`config.mk`:
```
export PLATFORM = sky130hd
export DESIGN_NAME = gate_motor_ramp_controller
export DESIGN_NICKNAME = d
export VERILOG_FILES = /design/src/rtl/gmr_pkg.sv /design/src/rtl/gmr_ctrl.sv /design/src/rtl/gmr_ramp.sv /design/src/rtl/gate_motor_ramp_controller.sv
export SDC_FILE = /design/constraint.sdc
export NUM_CORES = 1
export LEC_CHECK = 0
export ABC_AREA = 1
export BUFFER_PORTS_ARGS = -buffer_cell sky130_fd_sc_hd__buf_2
export CAP_MARGIN = 25
export CORE_MARGIN = 4
export CORE_UTILIZATION = 60
export DETAILED_ROUTE_END_ITERATION = 16
export PLACE_DENSITY = 0.81
export SLEW_MARGIN = 20
export SYNTH_ARGS = -nofsm -noshare
export SYNTH_HDL_FRONTEND = slang
export SYNTH_SLANG_ARGS = --single-unit
```
`constraint.sdc`:
```
create_clock -name i_clk -period 10.5 [get_ports i_clk]
set_clock_uncertainty 0.05 [all_clocks]
set_input_delay 0 -clock i_clk [delete_from_list [all_inputs] [get_ports i_clk]]
set_output_delay 0 -clock i_clk [all_outputs]
set_load 0.02 [all_outputs]
```
`src/rtl/gmr_pkg.sv`:
```
package gmr_pkg;

    localparam int RUN_W      = 10;
    localparam int PERIOD_W   = 8;
    localparam int DEB_W      = 10;
    localparam int CFG_IDX_W  = 3;
    localparam int CFG_DATA_W = 10;
    localparam int TICK_W     = 4;
    localparam int IN_TW      = 8;

    typedef enum logic [1:0] {
        MODE_IDLE  = 2'd0,
        MODE_OPEN  = 2'd1,
        MODE_CLOSE = 2'd2
    } t_mode;

    typedef enum logic [1:0] {
        LIM_NONE  = 2'd0,
        LIM_LEFT  = 2'd1,
        LIM_RIGHT = 2'd2
    } t_limit;

    // register indexes on the config channel
    localparam logic [CFG_IDX_W-1:0] CFG_RUN_SPEED   = 3'd0;
    localparam logic [CFG_IDX_W-1:0] CFG_UP_PERIOD   = 3'd1;
    localparam logic [CFG_IDX_W-1:0] CFG_DOWN_PERIOD = 3'd2;
    localparam logic [CFG_IDX_W-1:0] CFG_DEBOUNCE    = 3'd3;

    localparam logic [RUN_W-1:0]    RST_RUN_SPEED   = 10'd1000;
    localparam logic [PERIOD_W-1:0] RST_UP_PERIOD   = 8'd5;
    localparam logic [PERIOD_W-1:0] RST_DOWN_PERIOD = 8'd4;
    localparam logic [DEB_W-1:0]    RST_DEBOUNCE    = 10'd200;

    // one tick sample, open_b in bit 0
    typedef struct packed {
        logic right;
        logic left;
        logic close_b;
        logic open_b;
    } t_tick;

    // switch/button stage result handed to the ramp stage
    typedef struct packed {
        t_mode  mode;
        t_limit limit;
        logic   stopped;
    } t_ctl;

endpackage

```
`src/rtl/gmr_ctrl.sv`:
```
module gmr_ctrl (
    input  gmr_pkg::t_tick              i_tick,
    input  logic                        i_prev_left,
    input  logic                        i_prev_right,
    input  gmr_pkg::t_mode              i_mode,
    input  gmr_pkg::t_limit             i_limit,
    input  logic [gmr_pkg::DEB_W-1:0]   i_debounce_count,
    input  logic [gmr_pkg::DEB_W-1:0]   i_debounce_ticks,
    output gmr_pkg::t_ctl               o_ctl,
    output logic [gmr_pkg::DEB_W-1:0]   o_debounce_count
);
    import gmr_pkg::*;

    t_limit lim_l;
    t_limit lim_r;
    logic   stop_l;
    logic   stop_r;
    t_mode  mode_n;

    // end switch edges, right evaluated after left
    always_comb begin
        lim_l  = i_limit;
        stop_l = 1'b0;
        if (i_tick.left && !i_prev_left) begin
            lim_l  = LIM_LEFT;
            stop_l = 1'b1;
        end else if (!i_tick.left && i_prev_left && i_limit == LIM_LEFT) begin
            lim_l = LIM_NONE;
        end

        lim_r  = lim_l;
        stop_r = stop_l;
        if (i_tick.right && !i_prev_right) begin
            lim_r  = LIM_RIGHT;
            stop_r = 1'b1;
        end else if (!i_tick.right && i_prev_right && lim_l == LIM_RIGHT) begin
            lim_r = LIM_NONE;
        end
    end

    // buttons, open wins a tie
    always_comb begin
        mode_n           = i_mode;
        o_debounce_count = i_debounce_count;
        if (i_debounce_count != '0) begin
            o_debounce_count = i_debounce_count - 1'b1;
        end else if (i_tick.open_b) begin
            mode_n           = (i_mode == MODE_OPEN) ? MODE_IDLE : MODE_OPEN;
            o_debounce_count = i_debounce_ticks;
        end else if (i_tick.close_b) begin
            mode_n           = (i_mode == MODE_CLOSE) ? MODE_IDLE : MODE_CLOSE;
            o_debounce_count = i_debounce_ticks;
        end
    end

    assign o_ctl.mode    = mode_n;
    assign o_ctl.limit   = lim_r;
    assign o_ctl.stopped = stop_r;

endmodule

```
`src/rtl/gmr_ramp.sv`:
```
module gmr_ramp #(
    parameter int SPEED_BITS = 10
) (
    input  gmr_pkg::t_ctl                    i_ctl,
    input  logic signed [SPEED_BITS:0]       i_speed,
    input  logic                             i_direction,
    input  logic [gmr_pkg::PERIOD_W-1:0]     i_ramp_count,
    input  logic [gmr_pkg::RUN_W-1:0]        i_run_speed,
    input  logic [gmr_pkg::PERIOD_W-1:0]     i_up_period,
    input  logic [gmr_pkg::PERIOD_W-1:0]     i_down_period,
    output logic signed [SPEED_BITS:0]       o_speed,
    output logic                             o_direction,
    output logic [gmr_pkg::PERIOD_W-1:0]     o_ramp_count
);
    import gmr_pkg::*;

    localparam int SW = SPEED_BITS + 1;
    localparam int MW = (SPEED_BITS > RUN_W) ? SPEED_BITS : RUN_W;
    localparam logic [MW-1:0] SPEED_MAX_M = MW'((64'd1 << SPEED_BITS) - 64'd1);

    logic [MW-1:0]           run_ext;
    logic [SPEED_BITS-1:0]   mag;
    logic signed [SW-1:0]    target;
    logic [PERIOD_W-1:0]     period_raw;
    logic [PERIOD_W-1:0]     period;
    logic [PERIOD_W:0]       count_inc;
    logic                    blocked;
    logic signed [SW-1:0]    stepped;

    assign run_ext = MW'(i_run_speed);
    assign mag     = (run_ext > SPEED_MAX_M) ? SPEED_MAX_M[SPEED_BITS-1:0]
                                             : run_ext[SPEED_BITS-1:0];

    always_comb begin
        case (i_ctl.mode)
            MODE_OPEN:  target = $signed({1'b0, mag});
            MODE_CLOSE: target = -$signed({1'b0, mag});
            default:    target = '0;
        endcase
    end

    assign blocked = (i_ctl.mode == MODE_OPEN  && i_ctl.limit == LIM_LEFT) ||
                     (i_ctl.mode == MODE_CLOSE && i_ctl.limit == LIM_RIGHT);

    assign period_raw = (i_ctl.mode == MODE_OPEN || i_ctl.mode == MODE_CLOSE) ?
                        i_up_period : i_down_period;
    // zero period steps every tick
    assign period    = (period_raw == '0) ? PERIOD_W'(1) : period_raw;
    assign count_inc = {1'b0, i_ramp_count} + (PERIOD_W+1)'(1);
    assign stepped   = (i_speed < target) ? i_speed + SW'(1) : i_speed - SW'(1);

    always_comb begin
        o_speed      = i_speed;
        o_direction  = i_direction;
        o_ramp_count = '0;
        if (i_ctl.stopped) begin
            o_speed = '0;
        end else begin
            if (!blocked && i_speed != target) begin
                if (count_inc >= {1'b0, period}) begin
                    o_speed = stepped;
                    if (i_ctl.mode != MODE_IDLE && (i_speed == '0 || stepped == '0)) begin
                        o_direction = target[SW-1];
                    end
                end else begin
                    o_ramp_count = count_inc[PERIOD_W-1:0];
                end
            end
            if (i_ctl.mode != MODE_OPEN && i_ctl.mode != MODE_CLOSE && o_speed == '0) begin
                o_direction = 1'b0;
            end
        end
    end

endmodule

```
`src/rtl/gate_motor_ramp_controller.sv`:
```
// Gate motor soft-start ramp controller with end switches.
//
// Input stream: one transaction per 1 ms tick, tdata carries the sampled
// buttons and end switches. Output stream: one transaction per tick with
// the duty, direction pin, signed speed, mode and limit state after it.
// Config channel: register index and data, always ready; write only while
// no tick is in flight.
//
// Timing: the result appears in the output register in the cycle after the
// input transaction. Throughput: one tick per cycle while the receiver takes
// results; all the per-tick work (edge detect, debounce, one ramp step) sits
// between the state registers and the output register.
//
// Reset (synchronous, active low): mode idle, speed zero, counters cleared,
// config registers at their defaults, no result pending.
// Receiver stall: the output register holds its transaction, s_axis tready
// drops until it is taken, and the state advances only on accepted ticks.
module gate_motor_ramp_controller #(
    parameter int SPEED_BITS = 10
) (
    input  logic                                   i_clk,
    input  logic                                   i_rst_n,
    // slave side: [0] open_button [1] close_button [2] left_switch
    // [3] right_switch, rest zero
    input  logic                                   i_s_axis_tvalid,
    output logic                                   o_s_axis_tready,
    input  logic [gmr_pkg::IN_TW-1:0]              i_s_axis_tdata,
    // master side, low bits up: pwm_duty, direction, speed, mode,
    // limit_state, zero fill to whole bytes
    output logic                                   o_m_axis_tvalid,
    input  logic                                   i_m_axis_tready,
    output logic [((2*SPEED_BITS+6+7)/8)*8-1:0]    o_m_axis_tdata,
    // config write channel
    input  logic                                   i_cfg_valid,
    output logic                                   o_cfg_ready,
    input  logic [gmr_pkg::CFG_IDX_W-1:0]          i_cfg_index,
    input  logic [gmr_pkg::CFG_DATA_W-1:0]         i_cfg_data
);
    import gmr_pkg::*;

    localparam int SW     = SPEED_BITS + 1;
    localparam int OUT_W  = 2 * SPEED_BITS + 6;
    localparam int OUT_TW = ((OUT_W + 7) / 8) * 8;

    // config registers
    logic [RUN_W-1:0]    r_run_speed;
    logic [PERIOD_W-1:0] r_up_period;
    logic [PERIOD_W-1:0] r_down_period;
    logic [DEB_W-1:0]    r_debounce_ticks;

    // tick state
    t_mode               r_mode;
    t_limit              r_limit;
    logic signed [SW-1:0] r_speed;
    logic                r_direction;
    logic                r_prev_left;
    logic                r_prev_right;
    logic [PERIOD_W-1:0] r_ramp_count;
    logic [DEB_W-1:0]    r_debounce_count;

    // output register
    logic                r_out_valid;
    logic [OUT_TW-1:0]   r_out_data;

    t_tick               tick;
    t_ctl                ctl;
    logic [DEB_W-1:0]    n_debounce_count;
    logic signed [SW-1:0] n_speed;
    logic                n_direction;
    logic [PERIOD_W-1:0] n_ramp_count;
    logic [SW-1:0]       n_abs;
    logic                s_accept;

    assign tick            = t_tick'(i_s_axis_tdata[TICK_W-1:0]);
    assign o_s_axis_tready = !r_out_valid || i_m_axis_tready;
    assign s_accept        = i_s_axis_tvalid && o_s_axis_tready;
    assign o_cfg_ready     = 1'b1;

    gmr_ctrl u_ctrl (
        .i_tick           (tick),
        .i_prev_left      (r_prev_left),
        .i_prev_right     (r_prev_right),
        .i_mode           (r_mode),
        .i_limit          (r_limit),
        .i_debounce_count (r_debounce_count),
        .i_debounce_ticks (r_debounce_ticks),
        .o_ctl            (ctl),
        .o_debounce_count (n_debounce_count)
    );

    gmr_ramp #(
        .SPEED_BITS (SPEED_BITS)
    ) u_ramp (
        .i_ctl         (ctl),
        .i_speed       (r_speed),
        .i_direction   (r_direction),
        .i_ramp_count  (r_ramp_count),
        .i_run_speed   (r_run_speed),
        .i_up_period   (r_up_period),
        .i_down_period (r_down_period),
        .o_speed       (n_speed),
        .o_direction   (n_direction),
        .o_ramp_count  (n_ramp_count)
    );

    // duty is the magnitude; speed never reaches the most negative code
    assign n_abs = n_speed[SW-1] ? SW'(-n_speed) : SW'(n_speed);

    always_ff @(posedge i_clk) begin
        if (!i_rst_n) begin
            r_run_speed      <= RST_RUN_SPEED;
            r_up_period      <= RST_UP_PERIOD;
            r_down_period    <= RST_DOWN_PERIOD;
            r_debounce_ticks <= RST_DEBOUNCE;
        end else if (i_cfg_valid) begin
            case (i_cfg_index)
                CFG_RUN_SPEED:   r_run_speed      <= i_cfg_data[RUN_W-1:0];
                CFG_UP_PERIOD:   r_up_period      <= i_cfg_data[PERIOD_W-1:0];
                CFG_DOWN_PERIOD: r_down_period    <= i_cfg_data[PERIOD_W-1:0];
                CFG_DEBOUNCE:    r_debounce_ticks <= i_cfg_data[DEB_W-1:0];
                default: ;  // unmapped index, write dropped
            endcase
        end
    end

    always_ff @(posedge i_clk) begin
        if (!i_rst_n) begin
            r_mode           <= MODE_IDLE;
            r_limit          <= LIM_NONE;
            r_speed          <= '0;
            r_direction      <= 1'b0;
            r_prev_left      <= 1'b0;
            r_prev_right     <= 1'b0;
            r_ramp_count     <= '0;
            r_debounce_count <= '0;
            r_out_valid      <= 1'b0;
        end else begin
            if (s_accept) begin
                r_mode           <= ctl.mode;
                r_limit          <= ctl.limit;
                r_speed          <= n_speed;
                r_direction      <= n_direction;
                r_prev_left      <= tick.left;
                r_prev_right     <= tick.right;
                r_ramp_count     <= n_ramp_count;
                r_debounce_count <= n_debounce_count;
                r_out_valid      <= 1'b1;
            end else if (i_m_axis_tready) begin
                r_out_valid <= 1'b0;
            end
        end
    end

    // payload only, no reset
    always_ff @(posedge i_clk) begin
        if (s_accept) begin
            r_out_data <= OUT_TW'({ctl.limit, ctl.mode, n_speed, n_direction,
                                   n_abs[SPEED_BITS-1:0]});
        end
    end

    assign o_m_axis_tvalid = r_out_valid;
    assign o_m_axis_tdata  = r_out_data;

endmodule

```
Word level (Yosys, flattened, before mapping)
Cells that the tools add are included.
W data, S select, Z words.

storage, ports and cells
  register bits = 99
  bits of input ports = 26
  output and inout bits = 35
  word-level logic and storage cells = 108

operators by class
  $add $sub $neg = 6
  magnitude comparators = 3
  eq/ne operators = 14
  muxes and demuxes = 34
  reductions and logical operators = 37

operator list
  operator                 number
  $mux W11                 5
  $mux W10                 5
  $mux W8                  5
  $logic_not A11 Y1        3
  $pmux W11 S2             1
  $mux W2                  8
  $logic_and A1 B1 Y1      13
  $add A11 B2 Y11 const B  1
  $lt A11 B11 Y1           1
  $ne A11 B11 Y1           1
  $neg A10 Y11             1
  $sub A11 B2 Y11 const B  1
  $gt A10 B10 Y1 const B   1
  $mux W1                  10
  $neg A10 Y10             1
  $reduce_and A2 Y1        5
  $reduce_bool A10 Y1      1
  $sub A10 B1 Y10 const B  1
  $add A8 B1 Y9 const B    1
  $ge A9 B8 Y1             1
  $eq A2 B1 Y1 const B     4
  $eq A2 B2 Y1 const B     4
  $logic_not A8 Y1         1
  $eq A3 B2 Y1 const B     2
  other kinds (8)          17

Longest topological paths before layout
  word-level depth = 20
  depth in mapped cells = 49
  mapped depth without buffers = 48

Hierarchy
From an unflattened synthesis, not the netlist that was laid out.

second synthesis, totals
  cell total of the unflattened synthesis = 934
  area, all modules = 6313.6 µm²

by module, submodules not included
  module                      times used  cells each  area each (µm²)
  gate_motor_ramp_controller  1           428         3679.8
  gmr_ramp                    1           383         2010.7
  gmr_ctrl                    1           123         623.1

Worst setup path after synthesis
Ideal clock, no wire load.

  path type = register -> register
  from = register r_debounce_count[0]
  to = register r_out_data[9] (netlist: o_m_axis_tdata[9]) (data pin)
  setup time = 254 ps
  arrival time = 5225 ps
  slack = 4971 ps
  stages on the path, launching flop included = 44
  path buffers = 2
  cell sequence = dfxtp_1 > inv_1 > ha_1 > nand2_1 > nor2_1 > nand2_1 > nor2_1 > nand2_1 > nor2_1 > inv_1 > nor2_1 > clkinv_1 > o21ai_0 > ha_1 > clkbuf_1 > inv_1 > o32ai_1 > nand2_1 > [8 not listed] > nand2_1 > inv_1 > ha_1 > inv_1 > nand2_1 > nand2_1 > nand2_1 > nand2_1 > nand3_1 > nand2_1 > nor2_1 > inv_2 > nand3_1 > nor2_1 > nand3_1 > nand2_1 > xor2_1 > inv_1

between the ends
  longest elaborated chain between the ends = 14
  elaborated cells between the ends (all ways) = 24

ends and longest elaborated chain
  item                                                 line                               RTL
  start: declaration                                   gate_motor_ramp_controller.sv:59   logic [DEB_W-1:0] r_debounce_count;
  start signal: assignment                             gate_motor_ramp_controller.sv:146  r_debounce_count <= n_debounce_count;
  $reduce_bool A10 Y1 (*)                              gmr_ctrl.sv:45                     if (i_debounce_count != '0) begin
  $mux W2 (*)                                          gmr_ctrl.sv:45
  $eq A2 B1 Y1 / $eq A2 B2 Y1 (equally long branches)  n/a
  $logic_or A1 B1 Y1                                   gmr_ramp.sv:45                     assign period_raw = (i_ctl.mode == MODE_OPEN || i_ctl.mode == MODE_CLOSE) ?
  $mux W8                                              gmr_ramp.sv:45
  $logic_not A8 Y1                                     gmr_ramp.sv:48                     assign period = (period_raw == '0) ? PERIOD_W'(1) : period_raw;
  $mux W8                                              gmr_ramp.sv:48
  $ge A9 B8 Y1                                         gmr_ramp.sv:60                     if (count_inc >= {1'b0, period}) begin
  $mux W11                                             gmr_ramp.sv:60
  $mux W11 (*)                                         gmr_ramp.sv:59                     if (!blocked && i_speed != target) begin
  $mux W11 (*) (2 in a row)                            gmr_ramp.sv:56                     if (i_ctl.stopped) begin
  named net n_speed[4]                                 gate_motor_ramp_controller.sv:68   logic signed [SW-1:0] n_speed;
  $neg A10 Y10 (*)                                     gate_motor_ramp_controller.sv:107  assign n_abs = n_speed[SW-1] ? SW'(-n_speed) : SW'(n_speed);
  $mux W10 (*)                                         gate_motor_ramp_controller.sv:107
  named net n_abs[9]                                   gate_motor_ramp_controller.sv:71   logic [SW-1:0] n_abs;
  end signal: assignment                               gate_motor_ramp_controller.sv:157  r_out_data <= OUT_TW'({ctl.limit, ctl.mode, n_speed, n_direction,
  end: declaration                                     gate_motor_ramp_controller.sv:63   logic [OUT_TW-1:0] r_out_data;

Mark *: on every way through the listed nets, which the timed path passes. The rest lies on a longest branch. The select of a mux whose other input is x is not followed.
A chain may end at the register's enable or synchronous reset.

Final worst setup path
Ends and elaborated chain as after synthesis.

==> flow_summary_export.csv <==
group,metric,value,unit
logic_synthesis,synth_top_area_share,25.03,%
logic_synthesis,synth_seq_cells,98,
worst_hold_path,whs_path_depth,3,
global_routing,grt_max_degree,56,
logic_synthesis,synth_ff_type,"dfxtp_1",
critical_path,critPathRequiredTime,10590,ps
timing,hold_viol,0,
placed_design,port_buffers,49,
timing,relSlewSlack,35.62,%
drt,antenna_left,0,
logic_synthesis,synth-compound-area-share,14.83,%
logic_synthesis,synthArstFlopShare,0,%
timing,fin_crit,7815,ps
critical_path,cp.arrival,7910,ps
timing,setup_viol,0,
drt,drt-total-wl,14.10,mm
pwr,vdd_drop_max,0.00009317,V
timing,max_freq,128.0,MHz
logic_synthesis,yosysTopAreaCell,"dfxtp_1",
clock_network,postCtsResizedCells,0,
clock_network,cts_max_level,3,
layout,regArea,2212,µm²
drt,via_per_inst,5.574,
global_routing,grt_pass1_vias,5200,
pwr,p_per_area,225.9,nW/µm²
critical_path,crit_path_max_fanout,14,
logic_synthesis,ys_warn_count,0,
timing,post-route-period-util,74.43,%
layout,n_antenna_cell,0,
logic_synthesis,synth_edf_count,25,
drt,drc_errors,0,
global_routing,grt_pass1_wl,23.52,mm
outcome,status,"complete, no violations",
floorplanning,ios,61,
logic_synthesis,synth_area_leaders,"dfxtp_1 (25%), edfxtp_1 (13%), nand2_1 (12%), nor2_1 (6.2%), inv_1 (6.1%)",
timing,fin_setup_tns,0,ps
critical_path,cp-startpoint,"r_debounce_count[0]",
critical_path,r2r.worst_path.cells,36,
layout,finalNetCount,924,
logic_synthesis,synth_area,5838,µm²
critical_path,cp_slowest_stage_delay,640,ps
clock_network,insertion_delay,370,ps
logic_synthesis,synth-seq-area-share,37.89,%
layout,drive_above_1_share,10.62,%
logic_synthesis,synth_mux_area_share,1.200,%
floorplanning,die_x,106.6,µm
layout,multiInputGateArea,3119,µm²
floorplanning,die_area,11370,µm²
placed_design,dpl.cell_count,976,
critical_path,r2r_start,"r_debounce_count[0]",
timing,rsz0062_at_grt,"false",
placed_design,place_congestion,0.9204,
floorplanning,core-area,9371,µm²
placed_design,dpl.hpwl,10.40,mm
worst_hold_path,hp-start,"i_cfg_index[0]",
logic_synthesis,yosysMostFrequentCell,"nand2_1",
global_routing,grt_overflow,0,
layout,fillCellCount,819,
clock_network,clock_sinks,98,
drt,wire_per_inst,14.03,µm
logic_synthesis,syn_inst,819,
logic_synthesis,synth_common_cells,"nand2_1 (183), nor2_1 (97), inv_1 (95)",
critical_path,cp-end-kind,"flop",
critical_path,worstSetupPathType,"reg -> reg",
timing,slew_violations,0,
critical_path,cp-start-kind,"flop",
pwr,cellLeakagePower,3.094,nW
clock_network,tritoncts,"yes",
logic_synthesis,synthSimpleGateAreaFrac,27.75,%
critical_path,slowest_stage,"nor2_1",
floorplanning,num_rows,35,
logic_synthesis,syn_avg_cell_area,7.128,µm²
worst_hold_path,hp-class,"in -> reg",
layout,area_delta_synth_final,11.12,%
floorplanning,die_y,106.6,µm
drt,dr.pass1.iters,5,
logic_synthesis,post_synth_xor_area_fraction,3.408,%
layout,fin_cells,1005,
timing,tightest_slew,958.3,ps
global_routing,antenna_found_initial,0,
clock_network,cts_made_buffers,9,
logic_synthesis,ys_types,47,
critical_path,cp_common_cell,"inv_1",
drt,vias,5602,
clock_network,clk_path_buf_depth,2,
global_routing,grt.total_usage,25.33,%
job,maxCapViolations,0,
floorplanning,start_util,62.30,%
clock_network,clk_pin_slew_worst_paths,110,ps
clock_network,root_buffer,"clkbuf_8",
drt,drtIter0Drc,430,
logic_synthesis,synthAdderAreaFrac,5.787,%
logic_synthesis,synth_top_family_by_area,"simple AND/OR/NAND/NOR gates",
-- registers in the layout, summed over array words and instances (netlist names) --
signal and count:
o_m_axis_tdata 25, r_speed 11, r_debounce_count 10, r_debounce_ticks 10, r_run_speed 10, r_down_period 8, r_ramp_count 8, r_up_period 8
r_limit 2, r_mode 2, o_m_axis_tvalid 1, r_direction 1, r_prev_left 1, r_prev_right 1
-- final timing paths --
kind / to / slack, ps
setup reg to reg: o_m_axis_tdata[9] / 2680
hold reg to reg: r_debounce_ticks[9] / 410
setup / recovery: o_m_axis_tdata[9] / 2680
hold / removal: r_run_speed[8] / 30
-- critical path: cells and delay by family, from the launching register on --
| family | cells | cell delay (ps) |
|---|---|---|
| adder cells (fa/ha/maj) | 4 | 1440 |
| buffers and inverters | 9 | 1400 |
| XOR/XNOR | 1 | 150 |
| flip-flops | 1 | 340 |
| AND/OR/NAND/NOR | 19 | 3030 |
| AO/OA/AOI/OAI | 3 | 1170 |
-- where the power goes --
group | switching (mW) | internal, mW | total, mW
Sequential | 0.0211 | 0.422 | 0.443
Combinational | 0.507 | 0.252 | 0.759
Clock | 0.147 | 0.117 | 0.264
Total | 0.675 | 0.790 | 1.47
-- kinds of logic after synthesis --
kind of cell,count (synthesis)
buffers and inverters,130
xor gates and xnor gates,19
DFF,98
adders and majority gates,27
muxes,7
other,2
and+or+nand+nor,382
AOI/OAI and AO/OA,154
-- what timing repair did --
action / in CTS / in global routing
hold endpoints to repair: 40 / 0
hold buffers: 13 / 0
buffers inserted: 0 / 0
-- layout make-up --
cell class,instances,share of cell area (%)
well taps,129,2.488
repair buffers,65,6.133
flip-flops and latches,98,34.10
multi-input cells,596,48.08
inverters,101,5.844
clock inverters,7,1.446
clock buffers,9,1.909
-- through the flow --
stage          hold WS, ps  power, mW  cell area (µm²)  util [%]  worst slack (ps)
6_report             30.15      1.465             6487     69.23              2685
5_1_grt              30.87      1.586             6487     69.23              1897
3_5_place_dp         196.5      1.192             6140     65.51              2860
2_1_floorplan        76.31      1.051             5857         -              4971
3_3_place_gp         202.5      1.160             6140     65.51              3182
4_1_cts              11.21      1.458             6487     69.23              2786
-- placed cells by master, fill, tap and decap left out, drive strengths merged, types with 2 or more instances in the layout --
master / n
mux2i: 7
conb: 7
a21oi: 49
o21ai: 71
nand4: 9
dlygate4sd3: 13
dfxtp: 73
a31oi: 7
nand2: 195
ha: 27
nand3: 55
o32ai: 2
inv: 100
nor2: 102
edfxtp: 25
o22ai: 3
nand3b: 2
nor3: 14
clkbuf: 9
o211ai: 6
or2: 2
buf: 52
xor2: 15
nor4: 2
clkinv: 6
o41ai: 3
a211oi: 4
xnor2: 3
a32o: 3
-- per-layer routing --
metal	global-route usage [%]	vias to the layer above	part of all wire, %
met3	3.612	31	5.8
li1	-	2797	-
met5	0	-	0
met1	31.35	2576	43
met2	44.96	198	49
met4	8.950	0	2.0
Note: power is estimated with default switching activity, not from simulation.
